**src/hdl/gossip_heartbeat_membership_table_defines.svh**
```systemverilog
// Assertion macros for the membership table.
`ifndef GOSSIP_HEARTBEAT_MEMBERSHIP_TABLE_DEFINES_SVH
`define GOSSIP_HEARTBEAT_MEMBERSHIP_TABLE_DEFINES_SVH

`ifndef SYNTH
`define GHMT_ASSERT_IMPL(lbl, ante, cons) \
  lbl: assert property (@(posedge clk) disable iff (!rst_n) (ante) |-> (cons)) \
    else $error("ghmt assertion failed");
`define GHMT_ASSERT_NEXT(lbl, ante, cons) \
  lbl: assert property (@(posedge clk) disable iff (!rst_n) (ante) |=> (cons)) \
    else $error("ghmt assertion failed");
`else
`define GHMT_ASSERT_IMPL(lbl, ante, cons)
`define GHMT_ASSERT_NEXT(lbl, ante, cons)
`endif

`endif

```
**src/hdl/ghmt_pkg.sv**
```systemverilog
package ghmt_pkg;

  localparam int CFG_IDX_W  = 2;
  localparam int CFG_DATA_W = 32;
  localparam int EMIT_W     = 5;

  localparam logic [CFG_IDX_W-1:0] CFG_OWN_ID     = 2'd0;
  localparam logic [CFG_IDX_W-1:0] CFG_OWN_PORT   = 2'd1;
  localparam logic [CFG_IDX_W-1:0] CFG_FAIL_TO    = 2'd2;
  localparam logic [CFG_IDX_W-1:0] CFG_REMOVE_TO  = 2'd3;

  // room for the self entry is kept back
  localparam logic [EMIT_W-1:0] EMIT_CAP = 5'd31;

  localparam logic [15:0] FAIL_TO_RST   = 16'd5;
  localparam logic [15:0] REMOVE_TO_RST = 16'd20;
  localparam logic [30:0] BEAT_MAX      = 31'h7FFF_FFFF;

  typedef enum logic [2:0] {
    EV_UPDATED = 3'd0,
    EV_STALE   = 3'd1,
    EV_ADDED   = 3'd2,
    EV_DROPPED = 3'd3,
    EV_REMOVED = 3'd4,
    EV_GOSSIP  = 3'd5
  } event_kind_t;

  typedef struct packed {
    logic [31:0] id;
    logic [15:0] port;
    logic [30:0] beat;
    logic [31:0] stamp;
  } entry_t;

  typedef struct packed {
    event_kind_t kind;
    logic [31:0] id;
    logic [15:0] port;
    logic [30:0] beat;
    logic        last;
  } result_t;

endpackage

```
**src/hdl/ghmt_if.sv**
```systemverilog
interface ghmt_in_if;
  logic        valid;
  logic        ready;
  logic        func;
  logic [31:0] member_id;
  logic [15:0] member_port;
  logic [30:0] member_heartbeat;

  modport source (
    output valid, func, member_id, member_port, member_heartbeat,
    input  ready
  );
  modport sink (
    input  valid, func, member_id, member_port, member_heartbeat,
    output ready
  );
endinterface

interface ghmt_out_if;
  logic        valid;
  logic        ready;
  logic [2:0]  event_kind;
  logic [31:0] entry_id;
  logic [15:0] entry_port;
  logic [30:0] entry_heartbeat;
  logic        last;

  modport source (
    output valid, event_kind, entry_id, entry_port, entry_heartbeat, last,
    input  ready
  );
  modport sink (
    input  valid, event_kind, entry_id, entry_port, entry_heartbeat, last,
    output ready
  );
endinterface

```
**src/hdl/ghmt_mem.sv**
```systemverilog
module ghmt_mem #(
  parameter int DEPTH = 16
) (
  input  logic                     clk,
  input  logic                     we,
  input  logic [$clog2(DEPTH)-1:0] waddr,
  input  ghmt_pkg::entry_t         wdata,
  input  logic                     re,
  input  logic [$clog2(DEPTH)-1:0] raddr,
  output ghmt_pkg::entry_t         rdata
);
  import ghmt_pkg::*;

  entry_t mem [DEPTH];
  entry_t rdata_r;

  always_ff @(posedge clk) begin
    if (we) begin
      mem[waddr] <= wdata;
    end
  end

  always_ff @(posedge clk) begin
    if (re) begin
      rdata_r <= mem[raddr];
    end
  end

  assign rdata = rdata_r;

endmodule

```
**src/hdl/ghmt_out.sv**
```systemverilog
module ghmt_out (
  input  logic              clk,
  input  logic              rst_n,
  input  logic              push,
  input  ghmt_pkg::result_t res,
  output logic              can_push,
  ghmt_out_if.source        out_if
);
  import ghmt_pkg::*;

  logic    vld_r;
  logic    vld_nxt;
  result_t res_r;

  assign can_push = !vld_r || out_if.ready;

  always_comb begin
    vld_nxt = vld_r;
    if (push) begin
      vld_nxt = 1'b1;
    end else if (out_if.ready) begin
      vld_nxt = 1'b0;
    end
  end

  always_ff @(posedge clk) begin
    if (!rst_n) begin
      vld_r <= 1'b0;
    end else begin
      vld_r <= vld_nxt;
    end
  end

  always_ff @(posedge clk) begin
    if (push) begin
      res_r <= res;
    end
  end

  assign out_if.valid           = vld_r;
  assign out_if.event_kind      = res_r.kind;
  assign out_if.entry_id        = res_r.id;
  assign out_if.entry_port      = res_r.port;
  assign out_if.entry_heartbeat = res_r.beat;
  assign out_if.last            = res_r.last;

endmodule

```
**src/hdl/gossip_heartbeat_membership_table.sv**
```systemverilog
// Gossip heartbeat membership table. Entries (id, port, heartbeat, stamp) live in a
// TABLE_DEPTH-deep entry memory with one read port; slot zero is this node, with id
// and port taken from the own_id and own_port registers. A merge transaction walks the
// slots one per cycle through the memory read port; its one result is then pushed into
// the output register (with no walk when it matches self). A tick transaction walks the
// slots twice, once to remove aged entries and once to emit the gossip list, then emits
// the self entry as its final result. A tick walk pauses, and a merge holds its result,
// while the result channel holds a result back. At most 32 results per tick; self is
// always the last. One transaction is in work at a time; the output register lets the
// next one be taken while the final result still waits.
`include "gossip_heartbeat_membership_table_defines.svh"

module gossip_heartbeat_membership_table #(
  parameter int TABLE_DEPTH = 16
) (
  input  logic                            clk,
  input  logic                            rst_n,
  input  logic                            cfg_we,
  input  logic [ghmt_pkg::CFG_IDX_W-1:0]  cfg_index,
  input  logic [ghmt_pkg::CFG_DATA_W-1:0] cfg_wdata,
  ghmt_in_if.sink                         in_if,
  ghmt_out_if.source                      out_if
);
  import ghmt_pkg::*;

  localparam int IDX_W = $clog2(TABLE_DEPTH);
  localparam int CNT_W = $clog2(TABLE_DEPTH + 1);

  typedef enum logic [5:0] {
    S_IDLE  = 6'b000001,
    S_MSRCH = 6'b000010,
    S_MDONE = 6'b000100,
    S_TREM  = 6'b001000,
    S_TGOS  = 6'b010000,
    S_TSELF = 6'b100000
  } state_t;

  state_t state_r, state_nxt;

  logic [31:0] own_id_r;
  logic [15:0] own_port_r;
  logic [15:0] fail_to_r;
  logic [15:0] rem_to_r;

  logic [31:0]            cur_time_r, cur_time_nxt;
  logic [30:0]            own_hb_r, own_hb_nxt;
  logic [30:0]            self_beat_r, self_beat_nxt;
  logic [TABLE_DEPTH-1:0] valid_r, valid_nxt;
  logic [CNT_W-1:0]       rd_idx_r, rd_idx_nxt;
  logic                   chk_vld_r, chk_vld_nxt;
  logic [IDX_W-1:0]       chk_idx_r, chk_idx_nxt;
  logic                   found_r, found_nxt;
  logic [IDX_W-1:0]       found_idx_r, found_idx_nxt;
  logic [30:0]            found_beat_r, found_beat_nxt;
  logic                   free_vld_r, free_vld_nxt;
  logic [IDX_W-1:0]       free_idx_r, free_idx_nxt;
  logic [EMIT_W-1:0]      emit_cnt_r, emit_cnt_nxt;

  logic [31:0] item_id_r, item_id_nxt;
  logic [15:0] item_port_r, item_port_nxt;
  logic [30:0] item_beat_r, item_beat_nxt;

  logic             rd_en;
  logic [IDX_W-1:0] rd_addr;
  entry_t           rd_q;
  logic             mem_we;
  logic [IDX_W-1:0] mem_waddr;
  entry_t           mem_wdata;

  logic    push;
  logic    out_ok;
  result_t res;

  logic        in_acc;
  logic        hit;
  logic        rm_hit;
  logic        gs_hit;
  logic        chk_last;
  logic        issue_ok;
  logic        room;
  logic        need;
  logic        stall;
  logic [31:0] age;

  ghmt_mem #(
    .DEPTH (TABLE_DEPTH)
  ) u_mem (
    .clk   (clk),
    .we    (mem_we),
    .waddr (mem_waddr),
    .wdata (mem_wdata),
    .re    (rd_en),
    .raddr (rd_addr),
    .rdata (rd_q)
  );

  ghmt_out u_out (
    .clk      (clk),
    .rst_n    (rst_n),
    .push     (push),
    .res      (res),
    .can_push (out_ok),
    .out_if   (out_if)
  );

  assign in_if.ready = (state_r == S_IDLE);
  assign in_acc      = in_if.valid && (state_r == S_IDLE);

  assign age      = cur_time_r - rd_q.stamp;
  assign hit      = chk_vld_r && valid_r[chk_idx_r] &&
                    (rd_q.id == item_id_r) && (rd_q.port == item_port_r);
  assign rm_hit   = chk_vld_r && valid_r[chk_idx_r] && (age >= {16'd0, rem_to_r});
  assign gs_hit   = chk_vld_r && valid_r[chk_idx_r] && (age < {16'd0, fail_to_r});
  assign chk_last = (chk_idx_r == IDX_W'(TABLE_DEPTH - 1));
  assign issue_ok = (rd_idx_r < CNT_W'(TABLE_DEPTH));
  assign room     = (emit_cnt_r != EMIT_CAP);

  always_comb begin
    state_nxt      = state_r;
    cur_time_nxt   = cur_time_r;
    own_hb_nxt     = own_hb_r;
    self_beat_nxt  = self_beat_r;
    valid_nxt      = valid_r;
    rd_idx_nxt     = rd_idx_r;
    chk_vld_nxt    = chk_vld_r;
    chk_idx_nxt    = chk_idx_r;
    found_nxt      = found_r;
    found_idx_nxt  = found_idx_r;
    found_beat_nxt = found_beat_r;
    free_vld_nxt   = free_vld_r;
    free_idx_nxt   = free_idx_r;
    emit_cnt_nxt   = emit_cnt_r;
    item_id_nxt    = item_id_r;
    item_port_nxt  = item_port_r;
    item_beat_nxt  = item_beat_r;
    rd_en          = 1'b0;
    rd_addr        = rd_idx_r[IDX_W-1:0];
    mem_we         = 1'b0;
    mem_waddr      = found_idx_r;
    mem_wdata      = '{id: item_id_r, port: item_port_r, beat: item_beat_r,
                       stamp: cur_time_r};
    push           = 1'b0;
    res            = '{kind: EV_GOSSIP, id: own_id_r, port: own_port_r,
                       beat: self_beat_r, last: 1'b1};
    need           = 1'b0;
    stall          = 1'b0;

    case (state_r)
      S_IDLE: begin
        if (in_acc) begin
          item_id_nxt   = in_if.member_id;
          item_port_nxt = in_if.member_port;
          item_beat_nxt = in_if.member_heartbeat;
          rd_idx_nxt    = CNT_W'(1);
          chk_vld_nxt   = 1'b0;
          if (in_if.func) begin
            cur_time_nxt  = cur_time_r + 32'd1;
            own_hb_nxt    = (own_hb_r == BEAT_MAX) ? own_hb_r : own_hb_r + 31'd1;
            self_beat_nxt = own_hb_nxt;
            emit_cnt_nxt  = '0;
            state_nxt     = S_TREM;
          end else begin
            found_nxt      = (in_if.member_id == own_id_r) &&
                             (in_if.member_port == own_port_r);
            found_idx_nxt  = '0;
            found_beat_nxt = self_beat_r;
            free_vld_nxt   = 1'b0;
            state_nxt      = found_nxt ? S_MDONE : S_MSRCH;
          end
        end
      end

      S_MSRCH: begin
        rd_en       = issue_ok;
        chk_vld_nxt = issue_ok;
        chk_idx_nxt = rd_idx_r[IDX_W-1:0];
        if (issue_ok) begin
          rd_idx_nxt = rd_idx_r + CNT_W'(1);
        end
        if (hit) begin
          found_nxt      = 1'b1;
          found_idx_nxt  = chk_idx_r;
          found_beat_nxt = rd_q.beat;
          chk_vld_nxt    = 1'b0;
          state_nxt      = S_MDONE;
        end else begin
          if (chk_vld_r && !valid_r[chk_idx_r] && !free_vld_r) begin
            free_vld_nxt = 1'b1;
            free_idx_nxt = chk_idx_r;
          end
          if (chk_vld_r && chk_last) begin
            chk_vld_nxt = 1'b0;
            state_nxt   = S_MDONE;
          end
        end
      end

      S_MDONE: begin
        res = '{kind: EV_DROPPED, id: item_id_r, port: item_port_r,
                beat: item_beat_r, last: 1'b1};
        if (found_r) begin
          if (item_beat_r > found_beat_r) begin
            res.kind = EV_UPDATED;
          end else begin
            res.kind = EV_STALE;
            res.beat = found_beat_r;
          end
        end else if (free_vld_r) begin
          res.kind = EV_ADDED;
        end
        if (out_ok) begin
          push      = 1'b1;
          state_nxt = S_IDLE;
          if (found_r && (item_beat_r > found_beat_r)) begin
            if (found_idx_r == '0) begin
              self_beat_nxt = item_beat_r;
            end else begin
              mem_we = 1'b1;
            end
          end else if (!found_r && free_vld_r) begin
            mem_we                = 1'b1;
            mem_waddr             = free_idx_r;
            valid_nxt[free_idx_r] = 1'b1;
          end
        end
      end

      S_TREM, S_TGOS: begin
        need  = ((state_r == S_TREM) ? rm_hit : gs_hit) && room;
        stall = need && !out_ok;
        res   = '{kind: (state_r == S_TREM) ? EV_REMOVED : EV_GOSSIP, id: rd_q.id,
                  port: rd_q.port, beat: rd_q.beat, last: 1'b0};
        if (!stall) begin
          rd_en       = issue_ok;
          chk_vld_nxt = issue_ok;
          chk_idx_nxt = rd_idx_r[IDX_W-1:0];
          if (issue_ok) begin
            rd_idx_nxt = rd_idx_r + CNT_W'(1);
          end
          if ((state_r == S_TREM) && rm_hit) begin
            valid_nxt[chk_idx_r] = 1'b0;
          end
          if (need) begin
            push         = 1'b1;
            emit_cnt_nxt = emit_cnt_r + EMIT_W'(1);
          end
          if (chk_vld_r && chk_last) begin
            rd_idx_nxt  = CNT_W'(1);
            chk_vld_nxt = 1'b0;
            state_nxt   = (state_r == S_TREM) ? S_TGOS : S_TSELF;
          end
        end
      end

      S_TSELF: begin
        if (out_ok) begin
          push      = 1'b1;
          state_nxt = S_IDLE;
        end
      end

      default: begin
        state_nxt = S_IDLE;
      end
    endcase
  end

  always_ff @(posedge clk) begin
    if (!rst_n) begin
      state_r      <= S_IDLE;
      own_id_r     <= '0;
      own_port_r   <= '0;
      fail_to_r    <= FAIL_TO_RST;
      rem_to_r     <= REMOVE_TO_RST;
      cur_time_r   <= '0;
      own_hb_r     <= '0;
      self_beat_r  <= '0;
      valid_r      <= TABLE_DEPTH'(1);
      rd_idx_r     <= '0;
      chk_vld_r    <= 1'b0;
      chk_idx_r    <= '0;
      found_r      <= 1'b0;
      found_idx_r  <= '0;
      free_vld_r   <= 1'b0;
      free_idx_r   <= '0;
      emit_cnt_r   <= '0;
    end else begin
      state_r      <= state_nxt;
      cur_time_r   <= cur_time_nxt;
      own_hb_r     <= own_hb_nxt;
      self_beat_r  <= self_beat_nxt;
      valid_r      <= valid_nxt;
      rd_idx_r     <= rd_idx_nxt;
      chk_vld_r    <= chk_vld_nxt;
      chk_idx_r    <= chk_idx_nxt;
      found_r      <= found_nxt;
      found_idx_r  <= found_idx_nxt;
      free_vld_r   <= free_vld_nxt;
      free_idx_r   <= free_idx_nxt;
      emit_cnt_r   <= emit_cnt_nxt;
      if (cfg_we) begin
        case (cfg_index)
          CFG_OWN_ID:    own_id_r   <= cfg_wdata;
          CFG_OWN_PORT:  own_port_r <= cfg_wdata[15:0];
          CFG_FAIL_TO:   fail_to_r  <= cfg_wdata[15:0];
          CFG_REMOVE_TO: rem_to_r   <= cfg_wdata[15:0];
          default: ;
        endcase
      end
    end
  end

  always_ff @(posedge clk) begin
    found_beat_r <= found_beat_nxt;
    item_id_r    <= item_id_nxt;
    item_port_r  <= item_port_nxt;
    item_beat_r  <= item_beat_nxt;
  end

  `GHMT_ASSERT_IMPL(a_push_room, push, out_ok)
  `GHMT_ASSERT_NEXT(a_last_idle, push && res.last, state_r == S_IDLE)
  `GHMT_ASSERT_IMPL(a_chk_walk, chk_vld_r, |(state_r & (S_MSRCH | S_TREM | S_TGOS)))
  `GHMT_ASSERT_IMPL(a_we_done, mem_we, (state_r == S_MDONE) && push)
  `GHMT_ASSERT_NEXT(a_tick_time, in_acc && in_if.func, cur_time_r == $past(cur_time_r) + 32'd1)

endmodule
```
**src/flat_wrapper.sv**
```systemverilog
// flat-port wrapper written by rule: the top's interface ports become plain ports
module gossip_heartbeat_membership_table_flat import ghmt_pkg::*;
#(
  parameter int TABLE_DEPTH = 16
)
  (clk, rst_n, cfg_we, cfg_index, cfg_wdata, in_if_valid, in_if_func, in_if_member_id, in_if_member_port, in_if_member_heartbeat, in_if_ready, out_if_valid, out_if_event_kind, out_if_entry_id, out_if_entry_port, out_if_entry_heartbeat, out_if_last, out_if_ready);
  ghmt_in_if in_if_i ();
  ghmt_out_if out_if_i ();
  input  logic clk;
  input  logic rst_n;
  input  logic cfg_we;
  input  logic [ghmt_pkg::CFG_IDX_W-1:0] cfg_index;
  input  logic [ghmt_pkg::CFG_DATA_W-1:0] cfg_wdata;
  input wire logic [$bits(in_if_i.valid)-1:0] in_if_valid;
  input wire logic [$bits(in_if_i.func)-1:0] in_if_func;
  input wire logic [$bits(in_if_i.member_id)-1:0] in_if_member_id;
  input wire logic [$bits(in_if_i.member_port)-1:0] in_if_member_port;
  input wire logic [$bits(in_if_i.member_heartbeat)-1:0] in_if_member_heartbeat;
  output wire logic [$bits(in_if_i.ready)-1:0] in_if_ready;
  output wire logic [$bits(out_if_i.valid)-1:0] out_if_valid;
  output wire logic [$bits(out_if_i.event_kind)-1:0] out_if_event_kind;
  output wire logic [$bits(out_if_i.entry_id)-1:0] out_if_entry_id;
  output wire logic [$bits(out_if_i.entry_port)-1:0] out_if_entry_port;
  output wire logic [$bits(out_if_i.entry_heartbeat)-1:0] out_if_entry_heartbeat;
  output wire logic [$bits(out_if_i.last)-1:0] out_if_last;
  input wire logic [$bits(out_if_i.ready)-1:0] out_if_ready;
  assign in_if_i.valid = in_if_valid;
  assign in_if_i.func = in_if_func;
  assign in_if_i.member_id = in_if_member_id;
  assign in_if_i.member_port = in_if_member_port;
  assign in_if_i.member_heartbeat = in_if_member_heartbeat;
  assign in_if_ready = in_if_i.ready;
  assign out_if_valid = out_if_i.valid;
  assign out_if_event_kind = out_if_i.event_kind;
  assign out_if_entry_id = out_if_i.entry_id;
  assign out_if_entry_port = out_if_i.entry_port;
  assign out_if_entry_heartbeat = out_if_i.entry_heartbeat;
  assign out_if_last = out_if_i.last;
  assign out_if_i.ready = out_if_ready;
  gossip_heartbeat_membership_table #(.TABLE_DEPTH(TABLE_DEPTH)) u_core (.clk(clk), .rst_n(rst_n), .cfg_we(cfg_we), .cfg_index(cfg_index), .cfg_wdata(cfg_wdata), .in_if(in_if_i), .out_if(out_if_i));
endmodule
```
**config.mk**
```make
export PLATFORM = sky130hd
export DESIGN_NAME = gossip_heartbeat_membership_table_flat
export DESIGN_NICKNAME = d
export VERILOG_FILES = /design/src/hdl/ghmt_pkg.sv /design/src/hdl/ghmt_if.sv /design/src/hdl/ghmt_mem.sv /design/src/hdl/ghmt_out.sv /design/src/hdl/gossip_heartbeat_membership_table.sv /design/src/flat_wrapper.sv
export VERILOG_INCLUDE_DIRS = /design/src /design/src/hdl
export SDC_FILE = /design/constraint.sdc
export NUM_CORES = 2
export LEC_CHECK = 0
export BUFFER_PORTS_ARGS = -buffer_cell sky130_fd_sc_hd__buf_2
export CAP_MARGIN = 15
export CORE_ASPECT_RATIO = 1.25
export CORE_MARGIN = 2
export CORE_UTILIZATION = 55
export DETAILED_ROUTE_END_ITERATION = 10
export GPL_ROUTABILITY_DRIVEN = 0
export PLACE_DENSITY = 0.74
export RECOVER_POWER = 50
export SLEW_MARGIN = 0
export SYNTH_ARGS = -nofsm -noshare
export SYNTH_HDL_FRONTEND = slang
export SYNTH_SLANG_ARGS = --single-unit
```
**constraint.sdc**
```tcl
create_clock -name clk -period 10.5 [get_ports clk]
set_clock_uncertainty 0.05 [all_clocks]
set_input_delay 0.525 -clock clk [delete_from_list [all_inputs] [get_ports clk]]
set_output_delay 0.525 -clock clk [all_outputs]
set_load 0.05 [all_outputs]
```
==> impl_metrics.csv <==
group,metric,value,unit
outcome,outcome,"finished, violations left",
outcome,violations,"max-capacitance violations, max-slew violations",
grt,grt_pass1_wl,335000,µm
pwr,total_power,0.0203,W
synth,syn_area,92200,µm²
timing,fmax,0.123,GHz
clock_network,cts_root_buf,"clkbuf_16",
worst_setup_path,worstReg2RegStart,"u_core.state_r[1]$_SDFFE_PN0P_",
worst_setup_path,worst_ep_required_time,11.04,ns
place,io_buffer_count,203,
die,io-pin-count,204,
timing,worstMarginPinSlew,4.64,ns
synth,ys_async_sr_fraction,0,
worst_hold_path,hold_start,"cfg_index[1]",
die,start_util,0.555,
routing,viasPerCell,6.50,
pwr,power.density,196,nW/µm²
clock_network,htree_levels,4,
finish,fill_cells,11283,
grt,grt_max_degree,147,
clock_network,clock_latency,0.86,ns
synth,synth_cell_types,81,
worst_setup_path,critical_path_arrival,8.63,ns
finish,final_common_cell,"edfxtp_1",
routing,routedWlPerCell,29.5,µm
die,rows,167,
timing,hold_slack,0.175,ns
timing,finalCritPeriodShare,0.771,
timing,rsz0062_at_grt,"no",
worst_setup_path,crit_family,"buffers and inverters",
die,core,166000,µm²
grt,grt_antenna_before_repair,8,
timing,slew_headroom,-2.09,
synth,syn_avg_cell_area,18.1,µm²
timing,finalHoldViolCount,0,
worst_hold_path,hold_depth,5,
clock_network,path_clk_slew,0.07,ns
synth,synth-seq-cells,2302,
worst_setup_path,ff2ff_path_depth,8,
worst_hold_path,hold_class,"input pin to flip-flop",
synth,yosys_warnings,0,
place,dpl.hpwl,126000,µm
clock_network,cts_resized,0,
synth,synth_nets,5317,
worst_setup_path,cp-end-kind,"flip-flop",
timing,slew_violations,1057,
clock_network,clockBufferDepth,3,
die,die_w,370,µm
worst_setup_path,cp_num_buf_inv,3,
pwr,ir_worst_vdd,0.000203,V
synth,synth-edff-count,2080,
routing,via_count,50882,
routing,drc_errors,0,
finish,final_net_count,5665,
worst_setup_path,crit_top_cell,"clkbuf_1",
worst_hold_path,whs_endpoint,"u_core.fail_to_r[1]$_SDFFE_PN0P_",
synth,yosysSeqAreaShare,0.726,
routing,wirelength,231000,µm
clock_network,cts_inserted_buffers,203,
die,die_area,171000,µm²
worst_setup_path,crit_fanout,50,
finish,final_cell_mix,"2080 x edfxtp_1, 559 x mux4_2, 516 x nand2_1, 219 x dfxtp_1, 209 x clkbuf_16",
grt,grt_pass1_vias,50167,
pwr,p_leak,33.5,nW
clock_network,cts_setup_buffers,0,
finish,drive_above_1_share,0.187,
synth,syn-instance-count,5099,
clock_network,cts.sinks,2302,
die,die_h,462,µm
worst_setup_path,rrSetupSlack,2.40,ns
worst_setup_path,slowest_stage,"clkbuf_1",
worst_setup_path,path_cells,"nor2_1 > and3_1 > clkbuf_1 > nor2_4 > clkbuf_1 > clkbuf_1 > nand2_1 > nand2_1",
timing,setup_violations,0,
routing,postRouteAntennaNets,0,
worst_setup_path,critical_path.max_stage_delay,2.53,ns
worst_setup_path,r2r_end,"u_core.u_out.out_if.entry_id[21]$_DFFE_PP_",
finish,syn2layout_area_growth,12.1,%
run,maxCapViolCount,17,
timing,fin_crit,8.10,ns
grt,grt_overflow,0,
synth,synth_flop_cell,"edfxtp_1",
routing,first_iter_violations,6842,
routing,drtPass1Iterations,5,
worst_setup_path,worst-setup-path-type,"flip-flop to flip-flop",
worst_setup_path,crit_path_start_kind,"flip-flop",
clock_network,cts_tree,"yes",
grt,track_usage,0.270,
==> kinds of logic after synthesis <==
family,share of synthesized area
AOI/OAI and AO/OA,0.0382
xor gates and xnor gates,0.0175
adders and majority gates,0.0135
buffers and inverters,0.0156
DFF,0.726
muxes,0.139
and+or+nand+nor,0.0499
==> metrics by stage <==
step	instance area, µm²	setup slack [ns]	util	std cells	TNS [ns]
finish	103000	2.40	0.622	7824	0
global route	103000	2.36	0.622	7822	0
CTS	104000	3.19	0.623	7819	0
detailed placement	95800	3.25	0.577	7324	0
global placement	95800	3.30	0.577	7323	0
floorplan	92200	-0.245	-	5099	-237.84
==> cells in the mapped netlist (4+ instances only) <==
master / instances / area share
o211ai_1: 11 / 0.00090
and4_1: 8 / 0.00076
a211oi_1: 13 / 0.0011
a31oi_1: 14 / 0.00095
o21ai_0: 98 / 0.0053
o31ai_1: 5 / 0.00041
nor2b_1: 14 / 0.00095
xnor2_1: 83 / 0.0079
nand4_1: 62 / 0.0042
nand2_1: 516 / 0.021
nand3_1: 100 / 0.0054
nor3_1: 44 / 0.0024
o21a_1: 12 / 0.00098
nor2_1: 140 / 0.0057
inv_1: 114 / 0.0046
o31a_1: 4 / 0.00038
or3_1: 33 / 0.0022
a21oi_1: 164 / 0.0089
o311ai_0: 30 / 0.0029
o2111ai_1: 31 / 0.0029
and3_1: 17 / 0.0012
o22ai_1: 9 / 0.00061
o21bai_1: 7 / 0.00057
a21o_1: 15 / 0.0012
nor4_1: 27 / 0.0018
o221a_2: 7 / 0.00086
mux4_2: 559 / 0.14
ha_1: 98 / 0.013
clkbuf_1: 197 / 0.0080
mux2i_1: 21 / 0.0023
and2_1: 10 / 0.00068
nand2b_1: 16 / 0.0011
dfxtp_1: 222 / 0.048
o21ai_1: 5 / 0.00027
xor2_1: 101 / 0.0096
edfxtp_1: 2080 / 0.68
nor3b_1: 5 / 0.00041
buf_2: 7 / 0.00038
buf_1: 57 / 0.0023
a22oi_1: 80 / 0.0065
==> sequential cells by signal, indices dropped and copies added, names as in the netlist, 32 cells and up <==
name / cells
u_core.u_mem.rdata: 111
u_core.item_id_r: 32
u_core.u_mem.mem: 1776
u_core.u_out.out_if.entry_id: 32
u_core.own_id_r: 32
u_core.cur_time_r: 32
==> metal layers <==
layer	part of all wire	track usage	up-vias
li1	-	-	21095
met1	0.38	0.373	26424
met2	0.49	0.438	2956
met3	0.099	0.0507	403
met4	0.030	0.0888	4
met5	0.00013	0	-
==> worst max path at each step <==
| stage | startpoint | to | depth (start not counted) |
|---|---|---|---|
| after floorplan | u_core.item_beat_r[1]$_DFFE_PP_ | u_core.u_mem.mem[11][0]$_DFFE_PP_ | 13 |
| after global placement | u_core.cur_time_r[0]$_SDFFE_PN0P_ | u_core.u_out.out_if.entry_id[29]$_DFFE_PP_ | 20 |
| after detailed placement | u_core.cur_time_r[0]$_SDFFE_PN0P_ | u_core.u_mem.rdata[96]$_DFFE_PP_ | 20 |
| after CTS | u_core.cur_time_r[0]$_SDFFE_PN0P_ | u_core.u_mem.rdata[95]$_DFFE_PP_ | 20 |
| after global routing | u_core.state_r[1]$_SDFFE_PN0P_ | u_core.u_out.out_if.entry_id[25]$_DFFE_PP_ | 8 |
| final | u_core.state_r[1]$_SDFFE_PN0P_ | u_core.u_out.out_if.entry_id[21]$_DFFE_PP_ | 8 |
==> power breakdown <==
part	switching (W)	internal, W	total (W)
clock	0.00332	0.00408	0.00740
sequential	0.000326	0.0103	0.0106
combinational	0.00113	0.00112	0.00225
==> worst min-delay path, stage by stage <==
cell     delay, ns
buf_2         0.19
nand2_1       0.10
nor2_1        0.08
nand2_1       0.08
a21oi_1       0.05
==> area by class of cell <==
type                    instances  area [µm²]  area share
diodes                          3        7.51   0.0000726
clock buffers                 270        5590      0.0541
clock inverters               112        1020     0.00987
inverters                     116         437     0.00423
multi-input cells            2417       24000       0.232
flip-flops and latches       2302       66900       0.648
well taps                    2197        2750      0.0266
repair buffers                407        2650      0.0257
==> repair_timing <==
item,in CTS,in global routing
hold buffers,113,0
endpoints found under the hold margin,168,0
endpoints found under the setup margin,0,0
No activity file was read; power rests on OpenSTA's default activity.
